===== config.mk =====
export PLATFORM = sky130hd
export DESIGN_NAME = two_tap_adpcm_frame_decoder_flat
export DESIGN_NICKNAME = d
export VERILOG_FILES = /design/src/rtl/ttad_pkg.sv /design/src/rtl/ttad_stream_if.sv /design/src/rtl/ttad_sequencer.sv /design/src/rtl/ttad_datapath.sv /design/src/rtl/two_tap_adpcm_frame_decoder.sv /design/src/flat_wrapper.sv
export SDC_FILE = /design/constraint.sdc
export NUM_CORES = 2
export LEC_CHECK = 0
export ABC_AREA = 1
export BUFFER_PORTS_ARGS = -buffer_cell sky130_fd_sc_hd__buf_4
export CAP_MARGIN = 10
export CORE_UTILIZATION = 51
export DETAILED_ROUTE_END_ITERATION = 12
export GPL_ROUTABILITY_DRIVEN = 0
export PLACE_DENSITY = 0.76
export SLEW_MARGIN = 20
export SYNTH_ARGS = -nofsm -noshare
export SYNTH_HDL_FRONTEND = slang
export SYNTH_SLANG_ARGS = --single-unit

===== constraint.sdc =====
create_clock -name clk -period 13.75 [get_ports clk]
set_input_delay 1.375 -clock clk [delete_from_list [all_inputs] [get_ports clk]]
set_output_delay 1.375 -clock clk [all_outputs]
set_load 0.02 [all_outputs]

===== src/rtl/ttad_pkg.sv =====
// ----------------------------------------------------------------------------
// ttad_pkg
// Shared types and constants of the two-tap ADPCM frame decoder.
// ----------------------------------------------------------------------------
package ttad_pkg;

	localparam int COEF_W   = 16;
	localparam int SAMPLE_W = 16;
	localparam int SCALE_W  = 17;
	localparam int MUL_W    = 17;
	localparam int PROD_W   = 2 * MUL_W;
	localparam int Q_SHIFT  = 12;

	localparam logic signed [COEF_W-1:0] COEF_ONE_RESET = 16'sd7334;
	localparam logic signed [COEF_W-1:0] COEF_TWO_RESET = -16'sd3284;

	typedef logic [0:0] reg_index_t;
	localparam reg_index_t REG_COEF_ONE = 1'b0;
	localparam reg_index_t REG_COEF_TWO = 1'b1;

	typedef struct packed {
		logic [2:0] channel_index;
		logic [7:0] data_byte;
	} in_item_t;

	typedef struct packed {
		logic signed [SAMPLE_W-1:0] pcm_sample;
		logic [2:0]                 sample_channel;
		logic                       last_of_byte;
	} out_item_t;

	// datapath operation issued by the sequencer in one step
	typedef enum logic [2:0] {
		OP_NONE,
		OP_ACCEPT,
		OP_DISPATCH,
		OP_MUL_ONE,
		OP_MUL_TWO,
		OP_MUL_SCALE,
		OP_EMIT
	} op_t;

	// conditions seen by the sequencer
	typedef struct packed {
		logic in_valid;
		logic out_busy;
		logic no_sample;
		logic high_nibble;
	} ttad_status_t;

	// datapath flags toward the sequencer
	typedef struct packed {
		logic no_sample;
		logic high_nibble;
	} ttad_dp_flags_t;

endpackage


===== src/rtl/ttad_stream_if.sv =====
// ----------------------------------------------------------------------------
// ttad_stream_if
// Valid/ready stream channel carrying one payload item per transaction.
// ----------------------------------------------------------------------------
interface ttad_stream_if #(
	parameter type payload_t = logic [7:0]
);
	logic     valid;
	logic     ready;
	payload_t payload;

	modport source (output valid, output payload, input ready);
	modport sink (input valid, input payload, output ready);
endinterface


===== src/rtl/ttad_sequencer.sv =====
// ----------------------------------------------------------------------------
// ttad_sequencer
// Step counter and control store; issues one datapath operation per step.
// ----------------------------------------------------------------------------
module ttad_sequencer (
	input  logic                  clk,
	input  logic                  arst_n,
	input  ttad_pkg::ttad_status_t status,
	output ttad_pkg::op_t         op,
	output logic                  take_input
);
	import ttad_pkg::*;

	localparam int PROG_LEN = 6;
	localparam int STEP_W   = 3;

	typedef enum logic [1:0] {
		WC_NONE,
		WC_INPUT,
		WC_OUTPUT
	} wait_cond_t;

	typedef enum logic [1:0] {
		JC_NEVER,
		JC_NO_SAMPLE,
		JC_HIGH_NIBBLE
	} jump_cond_t;

	typedef struct packed {
		op_t               op;
		wait_cond_t        hold;
		jump_cond_t        jump;
		logic [STEP_W-1:0] target;
	} ctrl_word_t;

	localparam logic [STEP_W-1:0] STEP_ACCEPT = 3'd0;
	localparam logic [STEP_W-1:0] STEP_MUL    = 3'd2;
	localparam logic [STEP_W-1:0] STEP_LAST   = 3'(PROG_LEN - 1);

	localparam ctrl_word_t PROGRAM [PROG_LEN] = '{
		'{OP_ACCEPT,    WC_INPUT,  JC_NEVER,       STEP_ACCEPT},
		'{OP_DISPATCH,  WC_NONE,   JC_NO_SAMPLE,   STEP_ACCEPT},
		'{OP_MUL_ONE,   WC_NONE,   JC_NEVER,       STEP_ACCEPT},
		'{OP_MUL_TWO,   WC_NONE,   JC_NEVER,       STEP_ACCEPT},
		'{OP_MUL_SCALE, WC_NONE,   JC_NEVER,       STEP_ACCEPT},
		'{OP_EMIT,      WC_OUTPUT, JC_HIGH_NIBBLE, STEP_MUL}
	};

	logic [STEP_W-1:0] step_q;
	logic [STEP_W-1:0] step_next;
	ctrl_word_t        word;
	logic              waiting;
	logic              jump_taken;

	assign word = PROGRAM[step_q];

	always_comb begin
		unique case (word.hold)
			WC_INPUT:  waiting = !status.in_valid;
			WC_OUTPUT: waiting = status.out_busy;
			default:   waiting = 1'b0;
		endcase
		unique case (word.jump)
			JC_NO_SAMPLE:   jump_taken = status.no_sample;
			JC_HIGH_NIBBLE: jump_taken = status.high_nibble;
			default:        jump_taken = 1'b0;
		endcase
		if (waiting) begin
			step_next = step_q;
		end else if (jump_taken) begin
			step_next = word.target;
		end else if (step_q == STEP_LAST) begin
			step_next = STEP_ACCEPT;
		end else begin
			step_next = step_q + 3'd1;
		end
	end

	// hold the operation back while waiting on a channel
	assign op         = waiting ? OP_NONE : word.op;
	assign take_input = (word.hold == WC_INPUT);

	always_ff @(posedge clk or negedge arst_n) begin
		if (!arst_n) begin
			step_q <= STEP_ACCEPT;
		end else begin
			step_q <= step_next;
		end
	end

endmodule


===== src/rtl/ttad_datapath.sv =====
// ----------------------------------------------------------------------------
// ttad_datapath
// Per-channel frame state, shared multiplier, accumulator and sample clamp.
// ----------------------------------------------------------------------------
module ttad_datapath #(
	parameter int CHANNELS    = 8,
	parameter int FRAME_BYTES = 18
) (
	input  logic                                   clk,
	input  logic                                   arst_n,
	input  ttad_pkg::op_t                          op,
	input  ttad_pkg::in_item_t                     in_item,
	input  logic signed [ttad_pkg::COEF_W-1:0]     coef_one,
	input  logic signed [ttad_pkg::COEF_W-1:0]     coef_two,
	output ttad_pkg::ttad_dp_flags_t               flags,
	output logic signed [ttad_pkg::SAMPLE_W-1:0]   sample,
	output logic [2:0]                             sample_channel
);
	import ttad_pkg::*;

	localparam int CH_W  = (CHANNELS > 1) ? $clog2(CHANNELS) : 1;
	localparam int POS_W = $clog2(FRAME_BYTES);
	localparam int SUM_W = PROD_W + 1;

	localparam logic [POS_W-1:0] POS_SCALE_LO = POS_W'(1);
	localparam logic [POS_W-1:0] POS_LAST     = POS_W'(FRAME_BYTES - 1);

	logic [POS_W-1:0]                 position_q [CHANNELS];
	logic signed [SCALE_W-1:0]        scale_q    [CHANNELS];
	logic signed [SAMPLE_W-1:0]       prev_q     [CHANNELS];
	logic signed [SAMPLE_W-1:0]       older_q    [CHANNELS];

	logic [2:0]                       ch_q;
	logic [7:0]                       byte_q;
	logic                             hi_q;
	logic signed [PROD_W-1:0]         prod_q;
	logic signed [PROD_W-1:0]         acc_q;

	logic [CH_W+2:0]                  ch_ext;
	logic [CH_W-1:0]                  ch_idx;
	logic                             ch_ok;
	logic [POS_W-1:0]                 pos_rd;
	logic signed [SCALE_W-1:0]        scale_rd;
	logic signed [15:0]               header;
	logic [3:0]                       nibble;
	logic signed [MUL_W-1:0]          mul_a;
	logic signed [MUL_W-1:0]          mul_b;
	logic signed [SUM_W-1:0]          sum;

	assign ch_ext   = (CH_W + 3)'(ch_q);
	assign ch_idx   = ch_ext[CH_W-1:0];
	assign ch_ok    = (32'(ch_q) < CHANNELS);
	assign pos_rd   = position_q[ch_idx];
	assign scale_rd = scale_q[ch_idx];
	assign header   = {scale_rd[15:8], byte_q};
	assign nibble   = hi_q ? byte_q[7:4] : byte_q[3:0];

	assign flags.no_sample   = !ch_ok || (pos_rd == '0) || (pos_rd == POS_SCALE_LO);
	assign flags.high_nibble = hi_q;

	always_comb begin
		case (op)
			OP_MUL_ONE: begin
				mul_a = {coef_one[COEF_W-1], coef_one};
				mul_b = {prev_q[ch_idx][SAMPLE_W-1], prev_q[ch_idx]};
			end
			OP_MUL_TWO: begin
				mul_a = {coef_two[COEF_W-1], coef_two};
				mul_b = {older_q[ch_idx][SAMPLE_W-1], older_q[ch_idx]};
			end
			default: begin
				mul_a = {{(MUL_W-4){nibble[3]}}, nibble};
				mul_b = scale_rd;
			end
		endcase
	end

	// floor division of the prediction is the arithmetic shift
	assign sum = SUM_W'(prod_q) + SUM_W'(acc_q >>> Q_SHIFT);

	always_comb begin
		if (sum > SUM_W'(32767)) begin
			sample = 16'sh7FFF;
		end else if (sum < -SUM_W'(32768)) begin
			sample = -16'sh8000;
		end else begin
			sample = sum[SAMPLE_W-1:0];
		end
	end

	assign sample_channel = ch_q;

	always_ff @(posedge clk) begin
		case (op)
			OP_ACCEPT: begin
				ch_q   <= in_item.channel_index;
				byte_q <= in_item.data_byte;
			end
			OP_MUL_ONE:   prod_q <= mul_a * mul_b;
			OP_MUL_TWO: begin
				acc_q  <= prod_q;
				prod_q <= mul_a * mul_b;
			end
			OP_MUL_SCALE: begin
				acc_q  <= acc_q + prod_q;
				prod_q <= mul_a * mul_b;
			end
			default: ;
		endcase
	end

	always_ff @(posedge clk or negedge arst_n) begin
		if (!arst_n) begin
			hi_q <= 1'b1;
			for (int i = 0; i < CHANNELS; i++) begin
				position_q[i] <= '0;
				scale_q[i]    <= '0;
				prev_q[i]     <= '0;
				older_q[i]    <= '0;
			end
		end else begin
			case (op)
				OP_DISPATCH: begin
					hi_q <= 1'b1;
					if (ch_ok) begin
						position_q[ch_idx] <= (pos_rd == POS_LAST) ? '0 : pos_rd + 1'b1;
						if (pos_rd == '0) begin
							scale_q[ch_idx] <= {1'b0, byte_q, 8'h00};
						end else if (pos_rd == POS_SCALE_LO) begin
							scale_q[ch_idx] <= {header[15], header} + 17'sd1;
						end
					end
				end
				OP_EMIT: begin
					hi_q            <= 1'b0;
					older_q[ch_idx] <= prev_q[ch_idx];
					prev_q[ch_idx]  <= sample;
				end
				default: ;
			endcase
		end
	end

endmodule


===== src/rtl/two_tap_adpcm_frame_decoder.sv =====
// ----------------------------------------------------------------------------
// two_tap_adpcm_frame_decoder
// Multichannel two-tap ADPCM decoder: one frame byte in, up to two samples out.
// ----------------------------------------------------------------------------
// Header bytes (and bytes of an absent channel) pass the accept and dispatch
// steps only; a data byte adds four steps per nibble (multiply by each
// coefficient, scale, emit) on the shared multiplier and accumulator, plus any
// output stall, before the next byte is taken. Each emit step loads the result.
// Reset clears all channel state at once and loads the default coefficients.
// ----------------------------------------------------------------------------
module two_tap_adpcm_frame_decoder #(
	parameter int CHANNELS    = 8,
	parameter int FRAME_BYTES = 18
) (
	input  logic                           clk,
	input  logic                           arst_n,
	ttad_stream_if.sink                    in_items,
	ttad_stream_if.source                  out_items,
	input  logic                           cfg_wr_en,
	input  ttad_pkg::reg_index_t           cfg_index,
	input  logic [ttad_pkg::COEF_W-1:0]    cfg_data
);
	import ttad_pkg::*;

	logic signed [COEF_W-1:0]   coef_one_q;
	logic signed [COEF_W-1:0]   coef_two_q;
	logic                       out_valid_q;
	out_item_t                  out_item_q;

	op_t                        op;
	logic                       take_input;
	ttad_status_t               status;
	ttad_dp_flags_t             flags;
	logic signed [SAMPLE_W-1:0] sample;
	logic [2:0]                 sample_channel;
	logic                       emit;

	assign status.in_valid    = in_items.valid;
	assign status.out_busy    = out_valid_q && !out_items.ready;
	assign status.no_sample   = flags.no_sample;
	assign status.high_nibble = flags.high_nibble;

	ttad_sequencer u_sequencer (
		.clk        (clk),
		.arst_n     (arst_n),
		.status     (status),
		.op         (op),
		.take_input (take_input)
	);

	ttad_datapath #(
		.CHANNELS    (CHANNELS),
		.FRAME_BYTES (FRAME_BYTES)
	) u_datapath (
		.clk            (clk),
		.arst_n         (arst_n),
		.op             (op),
		.in_item        (in_items.payload),
		.coef_one       (coef_one_q),
		.coef_two       (coef_two_q),
		.flags          (flags),
		.sample         (sample),
		.sample_channel (sample_channel)
	);

	assign in_items.ready    = take_input;
	assign emit              = (op == OP_EMIT);
	assign out_items.valid   = out_valid_q;
	assign out_items.payload = out_item_q;

	always_ff @(posedge clk or negedge arst_n) begin
		if (!arst_n) begin
			coef_one_q  <= COEF_ONE_RESET;
			coef_two_q  <= COEF_TWO_RESET;
			out_valid_q <= 1'b0;
		end else begin
			if (cfg_wr_en) begin
				unique case (cfg_index)
					REG_COEF_ONE: coef_one_q <= cfg_data;
					REG_COEF_TWO: coef_two_q <= cfg_data;
					default: ;
				endcase
			end
			if (emit) begin
				out_valid_q <= 1'b1;
			end else if (out_items.ready) begin
				out_valid_q <= 1'b0;
			end
		end
	end

	always_ff @(posedge clk) begin
		if (emit) begin
			out_item_q.pcm_sample     <= sample;
			out_item_q.sample_channel <= sample_channel;
			out_item_q.last_of_byte   <= !flags.high_nibble;
		end
	end

	// never overwrite a result that has not been taken
	a_no_overwrite: assert property (@(posedge clk) disable iff (!arst_n)
		emit |-> !(out_valid_q && !out_items.ready))
		else $error("result register overwritten while full");

	// an accepted byte is dispatched in the following step
	a_dispatch_follows: assert property (@(posedge clk) disable iff (!arst_n)
		(in_items.valid && in_items.ready) |=> (op == OP_DISPATCH))
		else $error("accepted byte not dispatched");

	// the low nibble is still pending after the high-nibble sample
	a_low_pending: assert property (@(posedge clk) disable iff (!arst_n)
		(emit && flags.high_nibble) |=> (!in_items.ready && !flags.high_nibble))
		else $error("byte released before its low nibble");

endmodule


===== src/flat_wrapper.sv =====
// flat-port wrapper written by rule: the top's interface ports become plain ports
module two_tap_adpcm_frame_decoder_flat import ttad_pkg::*;
#(
	parameter int CHANNELS    = 8,
	parameter int FRAME_BYTES = 18
)
  (clk, arst_n, cfg_wr_en, cfg_index, cfg_data, in_items_valid, in_items_payload, in_items_ready, out_items_valid, out_items_payload, out_items_ready);
  ttad_stream_if #(.payload_t(in_item_t)) in_items_i ();
  ttad_stream_if #(.payload_t(out_item_t)) out_items_i ();
  input  logic clk;
  input  logic arst_n;
  input  logic cfg_wr_en;
  input  ttad_pkg::reg_index_t cfg_index;
  input  logic [ttad_pkg::COEF_W-1:0] cfg_data;
  input wire logic [$bits(in_items_i.valid)-1:0] in_items_valid;
  input wire logic [$bits(in_items_i.payload)-1:0] in_items_payload;
  output wire logic [$bits(in_items_i.ready)-1:0] in_items_ready;
  output wire logic [$bits(out_items_i.valid)-1:0] out_items_valid;
  output wire logic [$bits(out_items_i.payload)-1:0] out_items_payload;
  input wire logic [$bits(out_items_i.ready)-1:0] out_items_ready;
  assign in_items_i.valid = in_items_valid;
  assign in_items_i.payload = in_items_payload;
  assign in_items_ready = in_items_i.ready;
  assign out_items_valid = out_items_i.valid;
  assign out_items_payload = out_items_i.payload;
  assign out_items_i.ready = out_items_ready;
  two_tap_adpcm_frame_decoder #(.CHANNELS(CHANNELS), .FRAME_BYTES(FRAME_BYTES)) u_core (.clk(clk), .arst_n(arst_n), .in_items(in_items_i), .out_items(out_items_i), .cfg_wr_en(cfg_wr_en), .cfg_index(cfg_index), .cfg_data(cfg_data));
endmodule

# [Word level (Yosys, flattened, before mapping)]
# Memories as Yosys holds them, arrays and structs flattened.
# Index checks and enable logic that the tools add are counted.
[op_classes] add_sub_neg=5 mul=1 n_div=0 magnitude_cmp=5 n_eq_ne=13 n_shift=0 mux=42 n_bitwise=3 reduce_logical=15
[ops] op="136-bit bitwise mux" n=2
[ops] op="136-bit two-way mux" n=2
[ops] op="128-bit bitwise mux" n=2
[ops] op="16-bit two-way mux" n=7
[ops] op="16-bit binary-select mux with 3-bit select" n=2
[ops] op="17-bit one-hot mux with 2 select lines" n=2
[ops] op="34-bit one-hot mux with 2 select lines" n=1
[ops] op="17-bit binary-select mux with 3-bit select" n=1
[ops] op="17-bit demux with 3-bit select" n=1
[ops] op="17-bit two-way mux" n=3
[ops] op="16-bit demux with 3-bit select" n=1
[ops] op="40-bit bitwise mux" n=1
[ops] op="34-bit by 22-bit adder with 35-bit output" n=1
[ops] op="35-bit by 16-bit greater-than comparator with 1-bit output (second input constant)" n=1
[ops] op="35-bit by 16-bit less-than comparator with 1-bit output (second input constant)" n=1
[ops] op="34-bit adder" n=1
[ops] op="17-bit by 17-bit multiplier with 34-bit output" n=1
[ops] op="10-bit two-way mux" n=2
[ops] op="5-bit two-way mux" n=4
[ops] op="16-bit by 2-bit adder with 17-bit output (second input constant)" n=1
[ops] op="5-bit binary-select mux with 3-bit select" n=1
[ops] op="5-bit demux with 3-bit select" n=1
[ops] op="3-bit equality test (second input constant)" n=4
[ops] op="3-bit two-way mux" n=3
[ops] op="22 further kinds" n=38
[word_totals] ff_bits=568 latch_bits=0 ram_bits=0 rom_bits=80 input_bits=33 out_inout_bits=22 mem_count=1
[mem_list] memory="(no name shown)" depth=8 width=10 read_ports=1 rd_ports_with_merged_regs=0 wr=0 line="ttad_sequencer.sv:55" source="assign word = PROGRAM[step_q];"

# [Depth between registers and ports, before layout]
[logic_depth] depth_word=10 depth_mapped=42

# [Cells and area by module]
# Synthesis repeated with hierarchy kept, for this count alone.
[unflattened] cells_unflattened=5018 area_unflattened_um2=40209.8
[by_module_without_submodules] module="ttad_datapath" instances=1 cells_each=4809 area_per_inst_um2=37932.6
[by_module_without_submodules] module="two_tap_adpcm_frame_decoder" instances=1 cells_each=168 area_per_inst_um2=1993.2
[by_module_without_submodules] module="ttad_sequencer" instances=1 cells_each=41 area_per_inst_um2=284.0

# [Worst setup path before layout]
# No wires, ideal clock.
[synth_path] path_kind="in2reg" startpoint="input port out_items_ready" endpoint="register u_core.u_datapath.prod_q[33] (data pin)" arrival_time_ns=7.859 t_required_ns=13.498 setup_slack_ns=5.639 cell_stages=30 path_buffers=2 cell_sequence="nor3_1 a21oi_2 inv_1 nor2_1 nand3_1 clkbuf_1 o211ai_1 nand2_1 clkbuf_1 nor2_1 fa_1 inv_1 fa_1 fa_1 fa_1 inv_1 fa_1 fa_1 ha_1 nand2_1 nor2_1 inv_1 o21ai_0 a21boi_0 o21ai_0 a21boi_0 o21ai_0 nand2_1 nand3b_1 nand2_1"
[synth_between] elab_chain_len=7 elab_cells_between_ends=9
[synth_lines] item="start, declared" line="flat_wrapper.sv:20" source="input wire logic [$bits(out_items_i.ready)-1:0] out_items_ready;"
[synth_lines] item="1-bit zero test (*)" line="two_tap_adpcm_frame_decoder.sv:39" source="assign status.out_busy = out_valid_q && !out_items.ready;"
[synth_lines] item="1-bit logical AND (*)" line="two_tap_adpcm_frame_decoder.sv:39"
[synth_lines] item="1-bit one-hot mux with 2 select lines (*)" line="ttad_sequencer.sv:58" source="unique case (word.hold)"
[synth_lines] item="3-bit two-way mux (*)" line="ttad_sequencer.sv:80" source="assign op = waiting ? OP_NONE : word.op;"
[synth_lines] item="3-bit equality test or 3-bit by 2-bit equality test with 1-bit output (tied branches)" line="ttad_datapath.sv:62, ttad_datapath.sv:94"
[synth_lines] item="17-bit one-hot mux with 2 select lines" line="ttad_datapath.sv:62" source="case (op)"
[synth_lines] item="17-bit by 17-bit multiplier with 34-bit output (*)" line="ttad_datapath.sv:99, ttad_datapath.sv:102, ttad_datapath.sv:106"
[synth_lines] item="end signal, assigned" line="ttad_datapath.sv:99" source="OP_MUL_ONE: prod_q <= mul_a * mul_b;"
[synth_lines] item="end signal, assigned" line="ttad_datapath.sv:102" source="prod_q <= mul_a * mul_b;"
[synth_lines] item="end signal, assigned" line="ttad_datapath.sv:106" source="prod_q <= mul_a * mul_b;"
[synth_lines] item="end, declared" line="ttad_datapath.sv:36" source="logic signed [PROD_W-1:0] prod_q;"
# Mark *: on every way between the ends. The rest lies on a longest branch, timed or not.
# A chain may end at the register's enable or synchronous reset.

# [Worst setup path after layout]
# Same ends and word-level chain as after synthesis.

==> out/qor.txt <==
Post-synthesis cell area: 39,100 µm²
Reg2Reg Depth: 34
Post-CTS Hold Buffers: 0
Syn_area_per_cell: 8.17 µm²
Number of global-route vias before repair: 31,400
Net count, final: 5,256
Die width: 279 µm
Syn Inst Count: 4,779
Max cap viols: 0
Ports: 55
Worst-path clk slew: 0.06 ns
Slew HR: 32.9%
Worst Hold Path EP: u_core.u_datapath.scale_q[21]$_DFFE_PN0P_
PostCTS Resize Cnt: 0
Core footprint: 75,800 µm²
Pins Over Slew Limit: 0
Setup bufs post-CTS: 0
Clock net sink count: 568
EDFF count, synth: 99
CTS Root Cell: clkbuf_16
Fill cells: 6,724
Sequential cell area: 14,700 µm²
CP Class: in2reg
Pre-antenna DRT Iters: 6
Worst skew pair latency: 0.65 ns
First-pass GRT wire length: 171,000 µm
Most common cell after layout, fill and taps aside: nand2_1
Seq cells post-synth: 568
Tmin final: 9.41 ns
Area Overhead vs Synth: 8.61%
Synth Flop Type: dfrtp_1
Worst r2r dst: u_core.u_datapath.prod_q[33]$_DFFE_PP_
Initial DRC Count: 3,540
Critical path's most frequent cell: inv_1
Total CTS buffers: 60
Worst R2R Setup Slack: 4.39 ns
Unrepaired setup endpoints after global routing: no
PortBufs: 54
Die area: 77,700 µm²
Design area: 42,400 µm²
Crit path capture type: flop
Area after DPL: 40,400 µm²
CP max FO: 17
Worst Hold Class: reg2reg
Post-Place Cells: 5,689
Row cnt: 101
Max stage delay on crit path: 0.77 ns
Status: complete, no violations
Final hold slack: 0.482 ns
Detail Route Antenna Nets: 0
Crit path required time: 14.14 ns
Wire length per cell: 18.6 µm
Via count: 33,000
Most frequent cells in the layout: nand2_1, inv_1, nor2_1, dfrtp_1, o21ai_0
CTS tree: yes
Sum Neg Setup Slack: 0 ns
Synth Warn #: 0
Syn Nets: 5,260
Initial antenna violation count: 0
Hold Startpoint: u_core.u_datapath.scale_q[21]$_DFFE_PN0P_
DRT Wirelength: 108,000 µm
Ratio of cells with drive above 1 in the final layout: 6.05%
Bufs on Longest Clock Path: 3
Starting Density: 51.5%
Clk_skew: 0.0267 ns
Final hold vios: 0
DRC: 0
Final global-route overflow total: 0
Largest net degree at the start of global routing: 190
Least-Margin Pin Slew: 0.999 ns
Die span in y: 279 µm
Worst Path Arrival: 9.79 ns
GRT Total Usage: 27.7%
Synth cell types: 52
Diode count: 0
Multi-input logic area: 21,300 µm²
Final setup vio count: 0
Via-per-instance ratio: 5.69
Part of the Yosys area used for sequential elements: 37.7%
Worst r2r src: u_core.u_sequencer.step_q[0]$_DFFE_PN0N_
Synth async-reset ratio: 82.6%
Final Non-Filler Cells: 5,803
WHS Path Cells: 2
Critical path startpoint category: input port
Htree depth: 2
Fmax: 106 MHz
CP max-delay cell: o21ai_1
Detail Placement HPWL: 75,400 µm
Final Cycle Share: 68.4%
-- worst max-delay path: cells and delay by family --
kind / cells / cell delay, ns
buffers and inverters: 8 / 1.24
adder cells (fa/ha/maj): 7 / 3.16
AO/OA/AOI/OAI: 9 / 2.52
AND/OR/NAND/NOR: 8 / 1.48
-- worst max-delay path by stage --
stage          cells after the start  slack, ns             from                                      to
5_1_grt                           32       3.71  out_items_ready  u_core.u_datapath.prod_q[33]$_DFFE_PP_
6_report                          32       4.34  out_items_ready  u_core.u_datapath.prod_q[33]$_DFFE_PP_
3_3_place_gp                      32       4.11  out_items_ready  u_core.u_datapath.prod_q[33]$_DFFE_PP_
3_5_place_dp                      32       3.80  out_items_ready  u_core.u_datapath.prod_q[33]$_DFFE_PP_
4_1_cts                           32       4.48  out_items_ready  u_core.u_datapath.prod_q[33]$_DFFE_PP_
2_1_floorplan                     30       5.64  out_items_ready  u_core.u_datapath.prod_q[33]$_DFFE_PP_
-- metrics by stage --
stage | utilization (%) | setup slack (ns)
floorplan | - | 5.64
global placement | 53.3 | 4.11
detailed placement | 53.3 | 3.80
CTS | 55.9 | 4.48
global route | 55.9 | 3.71
finish | 55.9 | 4.34
-- cells by family after synthesis --
| group | Yosys count | synth area share, % |
|---|---|---|
| AO/OA/AOI/OAI | 748 | 11.3 |
| XOR/XNOR | 60 | 1.35 |
| adder cells (fa/ha/maj) | 448 | 19.9 |
| buffers and inverters | 798 | 7.86 |
| flip-flops | 568 | 37.7 |
| AND/OR/NAND/NOR | 2157 | 21.9 |
-- cell usage after synthesis, types with 21 or more instances --
master | n | share of area (%)
a21oi_1 | 110 | 1.4
a221oi_1 | 26 | 0.58
a22o_1 | 24 | 0.54
buf_2 | 55 | 0.70
clkbuf_1 | 94 | 0.90
dfrtp_1 | 452 | 29
edfxtp_1 | 99 | 7.6
fa_1 | 289 | 15
ha_1 | 159 | 5.1
inv_1 | 597 | 5.7
inv_2 | 23 | 0.22
nand2_1 | 1444 | 14
nand3_1 | 124 | 1.6
nand4_1 | 45 | 0.72
nor2_1 | 467 | 4.5
o211ai_1 | 21 | 0.40
o21ai_0 | 336 | 4.3
o21ai_1 | 33 | 0.42
o22ai_1 | 94 | 1.5
or2_2 | 22 | 0.35
xor2_1 | 41 | 0.92
-- flip-flops by register name (all words and copies together), names as in the netlist, 16 cells and up --
name and count:
u_core.out_items.payload 20, u_core.u_datapath.older_q 128, u_core.coef_one_q 16, u_core.u_datapath.scale_q 136
u_core.u_datapath.prod_q 34, u_core.u_datapath.acc_q 34, u_core.u_datapath.prev_q 128, u_core.u_datapath.position_q 40
u_core.coef_two_q 16
-- final cells by class --
| type | instances | area share [%] |
|---|---|---|
| Multi-Input combinational cell | 3413 | 50.2 |
| Sequential cell | 568 | 34.7 |
| Inverter | 628 | 5.56 |
| Clock buffer | 92 | 4.27 |
| Tap cell | 978 | 2.88 |
| Timing Repair Buffer | 104 | 1.99 |
| Clock inverter | 20 | 0.404 |
-- per-layer routing --
metal | track usage [%] | wire length [µm]
met2 | 42.7 | 48400
met3 | 4.44 | 10000
met5 | 0 | 0
met1 | 39.9 | 46000
met4 | 8.93 | 3620
Power is not shown: default switching activity piles up to over one toggle a cycle in this logic, so the estimate is an artifact.
